### src/sv/uofc_pkg.sv
package uofc_pkg;

    localparam int MAX_FRAME_BYTES_DEF = 65535;

    localparam logic [15:0] ETHERTYPE_VLAN = 16'h8100;
    localparam logic [15:0] ETHERTYPE_IPV4 = 16'h0800;
    localparam logic [7:0]  PROTO_UDP      = 8'd17;

    localparam int ETH_TYPE_OFS  = 12;
    localparam int COOKED_EXTRA  = 2;
    localparam int ETH_TYPE_LEN  = 2;
    localparam int VLAN_TAG_LEN  = 4;
    localparam int LINK_HDR_MIN  = 14;
    localparam int IP_HDR_MIN    = 20;
    localparam int UDP_HDR_LEN   = 8;
    localparam int IP_PROTO_OFS  = 9;
    localparam int IP_SRC_OFS    = 12;
    localparam int IP_DST_OFS    = 16;
    localparam int UDP_DPORT_OFS = 2;

    localparam int  PADDR_W       = 3;
    localparam logic REG_LINK_TYPE = 1'b0;

    typedef enum logic [2:0] {
        ST_UDP_OK     = 3'd0,
        ST_LINK_SHORT = 3'd1,
        ST_NOT_IPV4   = 3'd2,
        ST_IP_SHORT   = 3'd3,
        ST_NOT_UDP    = 3'd4,
        ST_UDP_SHORT  = 3'd5
    } t_status;

    typedef struct packed {
        t_status     status;
        logic [47:0] dst_mac;
        logic [47:0] src_mac;
        logic [31:0] src_ip;
        logic [31:0] dst_ip;
        logic [15:0] src_port;
        logic [15:0] dst_port;
        logic [31:0] udp_count;
    } t_result;

endpackage

### src/sv/udp_over_ipv4_frame_classifier.sv
// Byte-stream classifier for UDP over IPv4. One frame byte is taken per clock, with
// i_last_byte on the final byte; one result request follows each final byte, carrying a
// status code, the MAC addresses, IP addresses and UDP ports captured by their offset in
// the frame (zero where the frame ended early), and a saturating count of frames with status UDP_OK.
// link_type (register 0) selects Ethernet framing or cooked capture, which moves the
// ethertype two bytes later; one 802.1Q tag is skipped. A byte passes through an input
// register and a single step of capture and check logic into a result register backed by
// a skid register, so a new byte is taken every cycle and the result of a final byte is
// registered in that pair; only a final byte that finds the skid register occupied waits.
module udp_over_ipv4_frame_classifier #(
    parameter int MAX_FRAME_BYTES = uofc_pkg::MAX_FRAME_BYTES_DEF
) (
    input  logic                         i_clk,
    input  logic                         i_rst_n,
    input  logic                         psel,
    input  logic                         penable,
    input  logic                         pwrite,
    input  logic [uofc_pkg::PADDR_W-1:0] paddr,
    input  logic [31:0]                  pwdata,
    output logic [31:0]                  prdata,
    output logic                         pready,
    input  logic                         i_valid,
    output logic                         o_stall,
    input  logic [7:0]                   i_data_byte,
    input  logic                         i_last_byte,
    output logic                         o_valid,
    input  logic                         i_stall,
    output logic [2:0]                   o_status,
    output logic [47:0]                  o_dst_mac,
    output logic [47:0]                  o_src_mac,
    output logic [31:0]                  o_src_ip,
    output logic [31:0]                  o_dst_ip,
    output logic [15:0]                  o_src_port,
    output logic [15:0]                  o_dst_port,
    output logic [31:0]                  o_udp_count
);
    import uofc_pkg::*;

    logic        r_link_type;
    logic        r_in_valid;
    logic [7:0]  r_in_byte;
    logic        r_in_last;
    logic        r_out_valid;
    logic        r_skid_valid;
    t_result     r_out;
    t_result     r_skid;

    logic [15:0] r_pos;
    logic        r_vlan;
    logic [15:0] r_ethertype;
    logic [3:0]  r_ihl;
    logic [7:0]  r_protocol;
    logic [47:0] r_dst_mac;
    logic [47:0] r_src_mac;
    logic [31:0] r_src_ip;
    logic [31:0] r_dst_ip;
    logic [15:0] r_src_port;
    logic [15:0] r_dst_port;
    logic [31:0] r_total;

    logic [15:0] n_pos;
    logic        n_vlan;
    logic [15:0] n_ethertype;
    logic [3:0]  n_ihl;
    logic [7:0]  n_protocol;
    logic [47:0] n_dst_mac;
    logic [47:0] n_src_mac;
    logic [31:0] n_src_ip;
    logic [31:0] n_dst_ip;
    logic [15:0] n_src_port;
    logic [15:0] n_dst_port;
    logic [31:0] n_total;
    t_status     n_status;
    t_result     n_result;

    logic [4:0]  eth_ofs;
    logic [4:0]  ip_ofs;
    logic [6:0]  udp_ofs;
    logic [15:0] off_ip;
    logic [15:0] off_udp;
    logic [15:0] frame_len;
    logic        proc_en;
    logic        res_en;
    logic        cfg_wr;

    assign pready  = 1'b1;
    assign prdata  = {31'd0, r_link_type};
    assign cfg_wr  = psel && penable && pwrite && pready;

    assign proc_en = r_in_valid && !(r_in_last && r_skid_valid);
    assign res_en  = proc_en && r_in_last;
    assign o_stall = r_in_valid && !proc_en;

    always_comb begin
        n_dst_mac   = r_dst_mac;
        n_src_mac   = r_src_mac;
        n_ethertype = r_ethertype;
        n_vlan      = r_vlan;
        n_ihl       = r_ihl;
        n_protocol  = r_protocol;
        n_src_ip    = r_src_ip;
        n_dst_ip    = r_dst_ip;
        n_src_port  = r_src_port;
        n_dst_port  = r_dst_port;

        eth_ofs = r_link_type ? 5'(ETH_TYPE_OFS + COOKED_EXTRA) : 5'(ETH_TYPE_OFS);

        for (int k = 0; k < 6; k++) begin
            if (r_pos == 16'(k)) begin
                n_dst_mac[8*(5-k) +: 8] = r_dst_mac[8*(5-k) +: 8] | r_in_byte;
            end
            if (r_pos == 16'(k + 6)) begin
                n_src_mac[8*(5-k) +: 8] = r_src_mac[8*(5-k) +: 8] | r_in_byte;
            end
        end

        if (r_pos == 16'(eth_ofs)) begin
            n_ethertype = {r_in_byte, 8'd0};
        end else if (r_pos == 16'(eth_ofs) + 16'd1) begin
            n_ethertype = {r_ethertype[15:8], r_ethertype[7:0] | r_in_byte};
            n_vlan      = (n_ethertype == ETHERTYPE_VLAN);
        end else if (r_vlan && r_pos == 16'(eth_ofs) + 16'(VLAN_TAG_LEN)) begin
            n_ethertype = {r_in_byte, 8'd0};
        end else if (r_vlan && r_pos == 16'(eth_ofs) + 16'(VLAN_TAG_LEN + 1)) begin
            n_ethertype = {r_ethertype[15:8], r_ethertype[7:0] | r_in_byte};
        end

        ip_ofs  = eth_ofs + 5'(ETH_TYPE_LEN) + (n_vlan ? 5'(VLAN_TAG_LEN) : 5'd0);
        off_ip  = r_pos - 16'(ip_ofs);
        udp_ofs = 7'(ip_ofs);
        off_udp = 16'd0;

        if (r_pos >= 16'(ip_ofs)) begin
            if (off_ip == 16'd0) begin
                n_ihl = r_in_byte[3:0];
            end else if (off_ip == 16'(IP_PROTO_OFS)) begin
                n_protocol = r_in_byte;
            end
            for (int k = 0; k < 4; k++) begin
                if (off_ip == 16'(IP_SRC_OFS + k)) begin
                    n_src_ip[8*(3-k) +: 8] = r_src_ip[8*(3-k) +: 8] | r_in_byte;
                end
                if (off_ip == 16'(IP_DST_OFS + k)) begin
                    n_dst_ip[8*(3-k) +: 8] = r_dst_ip[8*(3-k) +: 8] | r_in_byte;
                end
            end
            udp_ofs = 7'(ip_ofs) + {1'b0, n_ihl, 2'b00};
            off_udp = r_pos - 16'(udp_ofs);
            if (r_pos >= 16'(udp_ofs)) begin
                for (int k = 0; k < 2; k++) begin
                    if (off_udp == 16'(k)) begin
                        n_src_port[8*(1-k) +: 8] = r_src_port[8*(1-k) +: 8] | r_in_byte;
                    end
                    if (off_udp == 16'(UDP_DPORT_OFS + k)) begin
                        n_dst_port[8*(1-k) +: 8] = r_dst_port[8*(1-k) +: 8] | r_in_byte;
                    end
                end
            end
        end else begin
            udp_ofs = 7'(ip_ofs) + {1'b0, n_ihl, 2'b00};
        end

        if (r_pos < 16'(MAX_FRAME_BYTES)) begin
            n_pos     = r_pos + 16'd1;
            frame_len = r_pos + 16'd1;
        end else begin
            n_pos     = r_pos;
            frame_len = 16'(MAX_FRAME_BYTES);
        end

        n_total = r_total;
        if (frame_len < 16'(LINK_HDR_MIN)) begin
            n_status = ST_LINK_SHORT;
        end else if (n_ethertype != ETHERTYPE_IPV4) begin
            n_status = ST_NOT_IPV4;
        end else if (frame_len < 16'(ip_ofs) + 16'(IP_HDR_MIN)) begin
            n_status = ST_IP_SHORT;
        end else if (n_protocol != PROTO_UDP) begin
            n_status = ST_NOT_UDP;
        end else if (frame_len < 16'(udp_ofs) + 16'(UDP_HDR_LEN)) begin
            n_status = ST_UDP_SHORT;
        end else begin
            n_status = ST_UDP_OK;
            if (r_total != '1) begin
                n_total = r_total + 32'd1;
            end
        end

        n_result.status    = n_status;
        n_result.dst_mac   = n_dst_mac;
        n_result.src_mac   = n_src_mac;
        n_result.src_ip    = n_src_ip;
        n_result.dst_ip    = n_dst_ip;
        n_result.src_port  = n_src_port;
        n_result.dst_port  = n_dst_port;
        n_result.udp_count = n_total;
    end

    // control and per-frame state
    always_ff @(posedge i_clk) begin
        if (!i_rst_n) begin
            r_link_type  <= 1'b0;
            r_in_valid   <= 1'b0;
            r_out_valid  <= 1'b0;
            r_skid_valid <= 1'b0;
            r_pos        <= '0;
            r_vlan       <= 1'b0;
            r_ethertype  <= '0;
            r_ihl        <= '0;
            r_protocol   <= '0;
            r_dst_mac    <= '0;
            r_src_mac    <= '0;
            r_src_ip     <= '0;
            r_dst_ip     <= '0;
            r_src_port   <= '0;
            r_dst_port   <= '0;
            r_total      <= '0;
        end else begin
            if (cfg_wr && paddr[2] == REG_LINK_TYPE) begin
                r_link_type <= pwdata[0];
            end

            if (!o_stall) begin
                r_in_valid <= i_valid;
            end

            if (proc_en) begin
                if (r_in_last) begin
                    r_pos       <= '0;
                    r_vlan      <= 1'b0;
                    r_ethertype <= '0;
                    r_ihl       <= '0;
                    r_protocol  <= '0;
                    r_dst_mac   <= '0;
                    r_src_mac   <= '0;
                    r_src_ip    <= '0;
                    r_dst_ip    <= '0;
                    r_src_port  <= '0;
                    r_dst_port  <= '0;
                    r_total     <= n_total;
                end else begin
                    r_pos       <= n_pos;
                    r_vlan      <= n_vlan;
                    r_ethertype <= n_ethertype;
                    r_ihl       <= n_ihl;
                    r_protocol  <= n_protocol;
                    r_dst_mac   <= n_dst_mac;
                    r_src_mac   <= n_src_mac;
                    r_src_ip    <= n_src_ip;
                    r_dst_ip    <= n_dst_ip;
                    r_src_port  <= n_src_port;
                    r_dst_port  <= n_dst_port;
                end
            end

            if (!r_out_valid || !i_stall) begin
                if (r_skid_valid) begin
                    r_out_valid  <= 1'b1;
                    r_skid_valid <= 1'b0;
                end else begin
                    r_out_valid <= res_en;
                end
            end else if (res_en) begin
                r_skid_valid <= 1'b1;
            end
        end
    end

    // payload
    always_ff @(posedge i_clk) begin
        if (!o_stall && i_valid) begin
            r_in_byte <= i_data_byte;
            r_in_last <= i_last_byte;
        end
        if (!r_out_valid || !i_stall) begin
            if (r_skid_valid) begin
                r_out <= r_skid;
            end else if (res_en) begin
                r_out <= n_result;
            end
        end else if (res_en) begin
            r_skid <= n_result;
        end
    end

    assign o_valid     = r_out_valid;
    assign o_status    = r_out.status;
    assign o_dst_mac   = r_out.dst_mac;
    assign o_src_mac   = r_out.src_mac;
    assign o_src_ip    = r_out.src_ip;
    assign o_dst_ip    = r_out.dst_ip;
    assign o_src_port  = r_out.src_port;
    assign o_dst_port  = r_out.dst_port;
    assign o_udp_count = r_out.udp_count;

endmodule
### config.mk
export PLATFORM = sky130hd
export DESIGN_NAME = udp_over_ipv4_frame_classifier
export DESIGN_NICKNAME = d
export VERILOG_FILES = /design/src/sv/uofc_pkg.sv /design/src/sv/udp_over_ipv4_frame_classifier.sv
export SDC_FILE = /design/constraint.sdc
export NUM_CORES = 1
export LEC_CHECK = 0
export BUFFER_PORTS_ARGS = -buffer_cell sky130_fd_sc_hd__buf_4
export CAP_MARGIN = 20
export CORE_MARGIN = 4
export CORE_UTILIZATION = 35
export DETAILED_ROUTE_END_ITERATION = 7
export HOLD_SLACK_MARGIN = 0.08
export PLACE_DENSITY = 0.53
export SYNTH_ARGS = -nofsm -noshare
export SYNTH_HDL_FRONTEND = slang
export SYNTH_SLANG_ARGS = --single-unit
export TNS_END_PERCENT = 50
### constraint.sdc
create_clock -name i_clk -period 30.2 [get_ports i_clk]
set_clock_uncertainty 0.1 [all_clocks]
set_input_delay 9.06 -clock i_clk [delete_from_list [all_inputs] [get_ports i_clk]]
set_output_delay 9.06 -clock i_clk [all_outputs]
set_load 0.01 [all_outputs]
### Word-level counts from Yosys, hierarchy flattened

Cells that the tools add are included.
W data, S select, Z words.

| operators by class | value |
|---|---|
| order comparisons | 6 |
| add/subtract/negate cells | 13 |
| bitwise gates (word level) | 28 |
| muxes and demuxes | 72 |
| equality and inequality tests | 31 |
| reduce and logical (&&, ||, !) cells | 28 |

Operator list:

| operator | number |
|---|---|
| $mux W227 | 2 |
| $mux W32 | 10 |
| $mux W8 | 29 |
| $mux W16 | 13 |
| $or A8 B8 Y8 | 25 |
| $eq A16 B4 Y1 const B | 9 |
| $mux W48 | 2 |
| $eq A16 B2 Y1 const B | 4 |
| $eq A16 B3 Y1 const B | 4 |
| $eq A16 B5 Y1 const B | 4 |
| $eq A16 B5 Y1 | 3 |
| $logic_not A16 Y1 | 3 |
| $add A32 B1 Y32 const B | 1 |
| $eq A16 B1 Y1 const B | 2 |
| $ne A32 B32 Y1 const B | 1 |
| $mux W3 | 6 |
| $add A16 B1 Y16 const B | 1 |
| $eq A16 B16 Y1 const B | 1 |
| $eq A16 B4 Y1 | 1 |
| $ge A16 B5 Y1 | 1 |
| $ge A16 B7 Y1 | 1 |
| $lt A16 B16 Y1 const B | 1 |
| $lt A16 B4 Y1 const B | 1 |
| $lt A16 B6 Y1 | 1 |
| 23 further kinds | 52 |

| storage, ports and cells | value |
|---|---|
| output and inout port bits | 262 |
| flip-flop bits (word level) | 736 |

### Logic depth before layout (Yosys ltp)

Gate-level depths: netlist of run 1.

| logic depth | value |
|---|---|
| depth after elaboration | 22 |
| depth in mapped cells | 38 |
| mapped depth without buffers | 34 |

### Worst setup path before layout of run 1

OpenSTA, ideal clock, no wires.

| path | value |
|---|---|
| path type | input port to flip-flop |
| from | in i_stall |
| to | reg r_out (netlist bit o_dst_ip[0]), enable pin |
| slack | 9.248 ns |
| setup time | 0.889 ns |
| stages | 1 |
| arrival | 19.963 ns |
| buffers on the path | 0 |
| path through | a21oi_1 |

| on the way | value |
|---|---|
| word-level cells in the longest chain between the ends | 3 |

RTL lines:

| what | line | source |
|---|---|---|
| start: declaration | udp_over_ipv4_frame_classifier.sv:27 | `input logic i_stall,` |
| $logic_not A1 Y1 | udp_over_ipv4_frame_classifier.sv:275 | `if (!r_out_valid \|\| !i_stall) begin` |
| $logic_or A1 B1 Y1 | udp_over_ipv4_frame_classifier.sv:275 |  |
| $reduce_and A2 Y1 (no line) | n/a |  |
| end signal: assignment | udp_over_ipv4_frame_classifier.sv:277 | `r_out <= r_skid;` |
| end signal: assignment | udp_over_ipv4_frame_classifier.sv:279 | `r_out <= n_result;` |
| end: declaration | udp_over_ipv4_frame_classifier.sv:45 | `t_result r_out;` |

No other way between the ends.
A chain may end at the register's enable or synchronous reset.

==> metrics.yaml, run 1 <==
logic_synthesis:
  synth_top_family_by_area: "compound AO/OA/AOI/OAI gates"
  synth-xor-area-share_pct: 2.289
  yosysWarnings: 0
  synth_edf_count: 463
  synth.area.mux_share_pct: 8.329
  ys_seq_elements: 736
  syn_inst: 2456
  ys_types: 73
  yosys.area_share.simple_pct: 9.007
  synth_ff_type: "edfxtp_1"
  avgSynthCellArea_um2: 12.78
  async_flop_share_pct: 0
  synth-compound-area-share_pct: 14.04
  ys_seq_area_share_pct: 61.72
  netlist_area_um2: 31380
  synth_adder_area_share_pct: 1.435
setup_path:
  slowest_delay_ps: 770
  critPathSlowestCell: "buf_4"
  critPathLaunchType: "input port"
  r2r-end: "r_skid[53]"
  r2r_setup_slack_ps: 20180
  path_max_fanout: 83
  crit_chain: "buf_4 -> and2_4 -> buf_4 -> buf_4 -> o211a_1"
  cp_common_cell: "buf_4"
  end_kind: "register"
  rr_worst_depth: 28
  rr_startpoint: "r_pos[1]"
  cp.required_ps: 30670
  critPathKind: "input port to register"
  cp.arrival_ps: 12110
  crit_start: "i_rst_n"
hold_path:
  hold_path_startpoint: "r_ethertype[3]"
  min_to: "r_ethertype[3]"
  hold_class: "register to register"
  holdPathStages: 2
clock_network:
  ctsResizeCount: 0
  clkTransAtPathRegs_ps: 60
  htreeDepth: 3
  cts_tree: "built"
  clock_latency_ps: 630
  cts_made_buffers: 80
  cts_max_path_buffers: 3
  root_buffer: "clkbuf_16"
  hold_buffers: 0
  cts_num_sinks: 736
  post_cts_buffers: 0
placement:
  dp_hpwl_um: 51160
  place_congestion: 0.8220
  io_buffers: 247
pwr:
  vdd_drop_max_mv: 0.03640
  power_density_nw_per_um2: 58.43
  p_seq_share_pct: 49.6
  intPower_uw: 1705
  total_leakage_power_uw: 0.01648
  p_sw_uw: 460.1
  netSwitchingFraction_pct: 21.25
  p_comb_share_pct: 2.9
  clkPwrFrac_pct: 47.5
die:
  dieArea_um2: 94510
  core_um2: 88650
  die_x_um: 307.4
  start_util_pct: 35.40
  ios: 313
  die_h_um: 307.4
  num_rows: 109
sta:
  slew_headroom_pct: 22.24
  hold_viol: 0
  fmax_mhz: 85.96
  slew_viol_final: 0
  setup_tns_ps: 0
  finalCritPeriodShare_pct: 38.52
  period_minus_slack_ps: 11630
  setup_viol: 0
  tightest_slew_ps: 1166
  rsz0062_at_grt: "no"
drt:
  route.detailed.drc: 0
  first_pass_iters: 7
  vias: 20230
  dr.first_iter.drc_count: 1193
  ant_nets: 0
  wl_um: 81180
  drt-vias-per-instance: 5.206
  post_drt_wl_per_cell_um: 20.89
final_layout:
  num-fill-cells: 8292
  area_delta_synth_final_pct: 18.11
  drive_above_1_share_pct: 22.71
  diodes: 0
  nets: 2738
  final_util_pct: 41.81
status:
  status: "complete, no violations"
grt:
  grt_pass1_wl_um: 123500
  grt_pass1_vias: 20340
  antenna_found_initial: 0
  grt_max_degree: 149
  grt_use_total_pct: 16.78
  gr-total-overflow: 0
flow_run:
  drv_cap: 0
[cells in the final DEF (no fill, tap or decap), types with 40 or more instances in the layout]
cell       netlist  layout
edfxtp_1       463     463
buf_4           33     278
dfxtp_1        273     272
mux2_2         197     197
a21o_1         141     141
o211a_1        129     129
nand2_1        126     126
o21ai_0        104     104
nor2_1         100      99
clkbuf_16        0      80
a21oi_1         79      78
o21bai_1        64      64
and2_1          58      56
xor2_1          52      52
nor3_1          45      42
nand3_1         40      40
[synth_stat cells (6+ instances only)]
master / n / area share (%)
a21boi_0: 11 / 0.26
a21o_1: 141 / 3.4
a21oi_1: 79 / 1.3
a22oi_1: 24 / 0.57
a31oi_1: 7 / 0.14
and2_0: 9 / 0.18
and2_1: 58 / 1.2
and3_1: 23 / 0.46
buf_2: 7 / 0.11
buf_4: 33 / 0.79
clkbuf_1: 151 / 1.8
dfxtp_1: 273 / 17
edfxtp_1: 463 / 44
ha_1: 32 / 1.3
inv_1: 26 / 0.31
mux2_2: 197 / 7.1
mux2i_1: 38 / 1.2
nand2_1: 126 / 1.5
nand2b_1: 6 / 0.12
nand3_1: 40 / 0.64
nand3b_1: 8 / 0.19
nand4_1: 23 / 0.46
nor2_1: 100 / 1.2
nor2b_1: 38 / 0.76
nor3_1: 45 / 0.72
nor4_1: 20 / 0.40
o211a_1: 129 / 4.1
o21a_1: 7 / 0.17
o21ai_0: 104 / 1.7
o21bai_1: 64 / 1.5
or3_1: 12 / 0.24
xnor2_1: 30 / 0.84
xor2_1: 52 / 1.5
[how the worst max path moves through the flow]
stage / slack, ps / cells after the start / to
after floorplan: 9250 / 1 / o_dst_ip[0]
after global placement: 17940 / 6 / r_skid[147]
after detailed placement: 17860 / 6 / r_skid[150]
after CTS: 18550 / 6 / r_skid[134]
after global routing: 18390 / 5 / r_src_mac[33]
final: 18570 / 5 / r_src_mac[47]
[power groups by stage]
stage          logic (uW)  clock network [uW]  registers [uW]
6_report             62.8                1030            1080
5_1_grt              68.0                1110            1080
4_1_cts              64.5                1060            1080
3_5_place_dp         64.2                   0            1100
3_3_place_gp         62.8                   0            1100
2_1_floorplan        31.2                   0            1100
[logic make-up (layout without fill, tap and decap cells)]
logic type	count (synthesis)	in the layout
flops	736	736
simple gates	542	542
compound gates	599	599
fa+ha+maj	35	35
buf+inv	224	459
mux	236	236
xor+xnor	82	82
other cells	2	32
[state kept, by name, indices dropped and copies added, names as in the netlist, 32 cells and up]
name and count:
r_total 32, r_skid 227, r_src_ip 32, o_src_mac 48
o_src_ip 32, o_dst_mac 48, r_src_mac 48, o_dst_ip 32
r_dst_ip 32, o_udp_count 32, r_dst_mac 48
[cell type report]
type                    count  area (um^2)  area share (%)
flip-flops and latches    736        19370           52.27
clock buffers             116         2197           5.928
inverters                  26        97.59          0.2633
clock inverters            34        561.8           1.516
repair buffers            283         2196           5.925
multi-input cells        1526        11180           30.16
well taps                1165         1458           3.933
[layer usage]
| metal | global-route usage (%) | part of all wire (%) |
|---|---|---|
| met1 | 22.71 | 45 |
| met2 | 27.78 | 48 |
| met3 | 2.971 | 5.2 |
| met4 | 4.753 | 2.0 |
| met5 | 0 | 0 |
[worst max-delay path: cells and delay by family]
kind / cells / cell delay, ps
compound gates: 1 / 240
buf+inv: 3 / 2010
simple gates: 1 / 550
[stage by stage]
| step | power, uW | cell area [um^2] | setup WS (ps) | hold slack [ps] | std cells |
|---|---|---|---|---|---|
| global placement | 1159 | 34210 | 17940 | 348.6 | 3731 |
| finish | 2165 | 37060 | 18570 | 367.4 | 3886 |
| detailed placement | 1161 | 34230 | 17860 | 356.4 | 3732 |
| floorplan | 1136 | 31490 | 9248 | 336.2 | 2486 |
| global route | 2248 | 37060 | 18390 | 388.4 | 3886 |
| CTS | 2199 | 36990 | 18550 | 371.1 | 3882 |
Note: power is estimated with default switching activity, not from simulation.
==> run 2: changes to the inputs <==
==> constraint.sdc (replaced) <==
create_clock -name i_clk -period 11.15 [get_ports i_clk]
set_clock_uncertainty 0.1 [all_clocks]
set_input_delay 3.345 -clock i_clk [delete_from_list [all_inputs] [get_ports i_clk]]
set_output_delay 3.345 -clock i_clk [all_outputs]
set_load 0.01 [all_outputs]
==> metrics.yaml, run 2 (synthesis results as in run 1) <==
status:
  status: "complete, no violations"
sta:
  period_minus_slack_ps: 10180
  hold_viol: 0  # unchanged
  fmax_mhz: 98.27
  setup_tns_ps: 0  # unchanged
  finalCritPeriodShare_pct: 91.26
  tightest_slew_ps: 1239  # +72.62 ps
  setup_viol: 0  # unchanged
  slew_viol_final: 0  # unchanged
  layout_setup_ws_ps: 974.2  # -17590 ps
  rsz0062_at_grt: "no"
  slew_headroom_pct: 17.40  # -4.8 points
placement:
  place_congestion: 0.8447  # +2.8%
  dp_hpwl_um: 51920  # +1.5%
  io_buffers: 247  # unchanged
  post-place-ws_ps: 1100  # -16760 ps
clock_network:
  ctsResizeCount: 0  # unchanged
  clkTransAtPathRegs_ps: 60  # about the same
  cts_made_buffers: 83  # +3.8%
  post_cts_buffers: 0  # unchanged
  hold_buffers: 0  # unchanged
  cts_num_sinks: 736  # unchanged
  cts_max_path_buffers: 3  # unchanged
  cts_tree: "built"
  htreeDepth: 3  # unchanged
  root_buffer: "clkbuf_16"
  clock_latency_ps: 630  # about the same
final_layout:
  top_register: "r_skid"
  multi_input_area_um2: 11180  # unchanged
  nets: 2743  # +0.18%
  final_util_pct: 41.75  # -0.059 points
  drive_above_1_share_pct: 23.20  # +0.49 points
  num-fill-cells: 8237  # -0.66%
  register_area_um2: 19370  # unchanged
  mostFrequentLayoutCell: "edfxtp_1"
  area_delta_synth_final_pct: 17.94
  mostFrequentLayoutCells: "edfxtp_1 (463), buf_4 (280), dfxtp_1 (272)"
  largest_reg_flops: 227  # unchanged
die:
  die_h_um: 307.4  # unchanged
  die_x_um: 307.4  # unchanged
  core_um2: 88650  # unchanged
  start_util_pct: 35.40  # unchanged
  ios: 313  # unchanged
  num_rows: 109  # unchanged
  dieArea_um2: 94510  # unchanged
grt:
  gr-total-overflow: 0  # unchanged
  grt_max_degree: 148  # -0.67%
  grt_use_total_pct: 16.94  # +0.17 points
  grt_pass1_vias: 20560  # +1.1%
  grt_pass1_wl_um: 124900  # +1.1%
  antenna_found_initial: 0  # unchanged
drt:
  post_drt_wl_per_cell_um: 21.12  # +1.1%
  dr.first_iter.drc_count: 1301  # +9.1%
  route.detailed.drc: 0  # unchanged
  wl_um: 82230  # +1.3%
  vias: 20360  # +0.66%
  ant_nets: 0  # unchanged
  drt-vias-per-instance: 5.230  # +0.45%
  first_pass_iters: 5  # -2
setup_path:
  end_kind: "register"
  path_max_fanout: 18  # -78%
  cp.arrival_ps: 10440  # -1670 ps
  path_depth: 32  # +27
  critPathBufInv: 3  # unchanged
  slowest_delay_ps: 740  # -30 ps
  critical-path-top-delay-family: "simple AND/OR/NAND/NOR gates"
  critPathKind: "register to register"
  critPathLaunchType: "register"
  rr_worst_depth: 32  # +14%
  r2r_setup_slack_ps: 970  # -19210 ps
  cp.required_ps: 11420  # -19250 ps
  critPathSlowestCell: "nand4b_1"
hold_path:
  hold_class: "register to register"
  holdPathStages: 2  # unchanged
pwr:
  power_density_nw_per_um2: 156.2  # +170%
  total_power_uw: 5783  # +170%
  vdd_drop_max_mv: 0.1113  # +210%
  total_leakage_power_uw: 0.01647  # about the same
flow_run:
  drv_cap: 0  # unchanged
-- run 2: routing by layer --
metal | GRT usage (%) | vias up | share of wire (%)
li1 | - | 9546 | -
met1 | 23.33 | 10190 | 46
met2 | 27.58 | 512 | 47
met3 | 3.060 | 115 | 4.8
met4 | 4.763 | 0 | 2.0
met5 | 0 | - | 0
-- run 2: worst paths after layout --
kind | startpoint | end
hold / removal | r_src_ip[0] | r_src_ip[0]
setup / recovery | r_pos[10] | o_udp_count[21]
setup reg to reg | r_pos[10] | o_udp_count[21]
hold reg to reg | r_src_ip[0] | r_src_ip[0]
-- run 2: tightest hold or removal path, delay by kind of cell (launching register included) --
family,cells,cell delay (ps)
and+or+nand+nor,1,70
DFF,1,320
AOI/OAI and AO/OA,1,40
-- run 2: final cells by class --
type / instances / share of cell area [%]
repair buffers: 285 / 5.906
diodes: 1 / 0.006762
inverters: 26 / 0.2637
flip-flops and latches: 736 / 52.34
clock inverters: 44 / 1.190
well taps: 1165 / 3.939
multi-input cells: 1526 / 30.21
clock buffers: 111 / 6.143
-- run 2: metrics by stage --
| stage | hold slack (ps) | area (um^2) | cells |
|---|---|---|---|
| finish | 368.8 | 37010 | 3894 |
| detailed placement | 357.6 | 34250 | 3736 |
| CTS | 371.7 | 36970 | 3891 |
| global placement | 349.6 | 34250 | 3735 |
| floorplan | 336.2 | 31500 | 2486 |
| global route | 388.8 | 37010 | 3893 |
-- run 2: where the power goes --
group          internal (uW)  leakage (uW)  switching [uW]  total, uW
clock                   1570       0.00132            1130       2700
combinational           50.4       0.00860             120        170
sequential              2900       0.00655            12.6       2910
total                   4520        0.0165            1260       5780
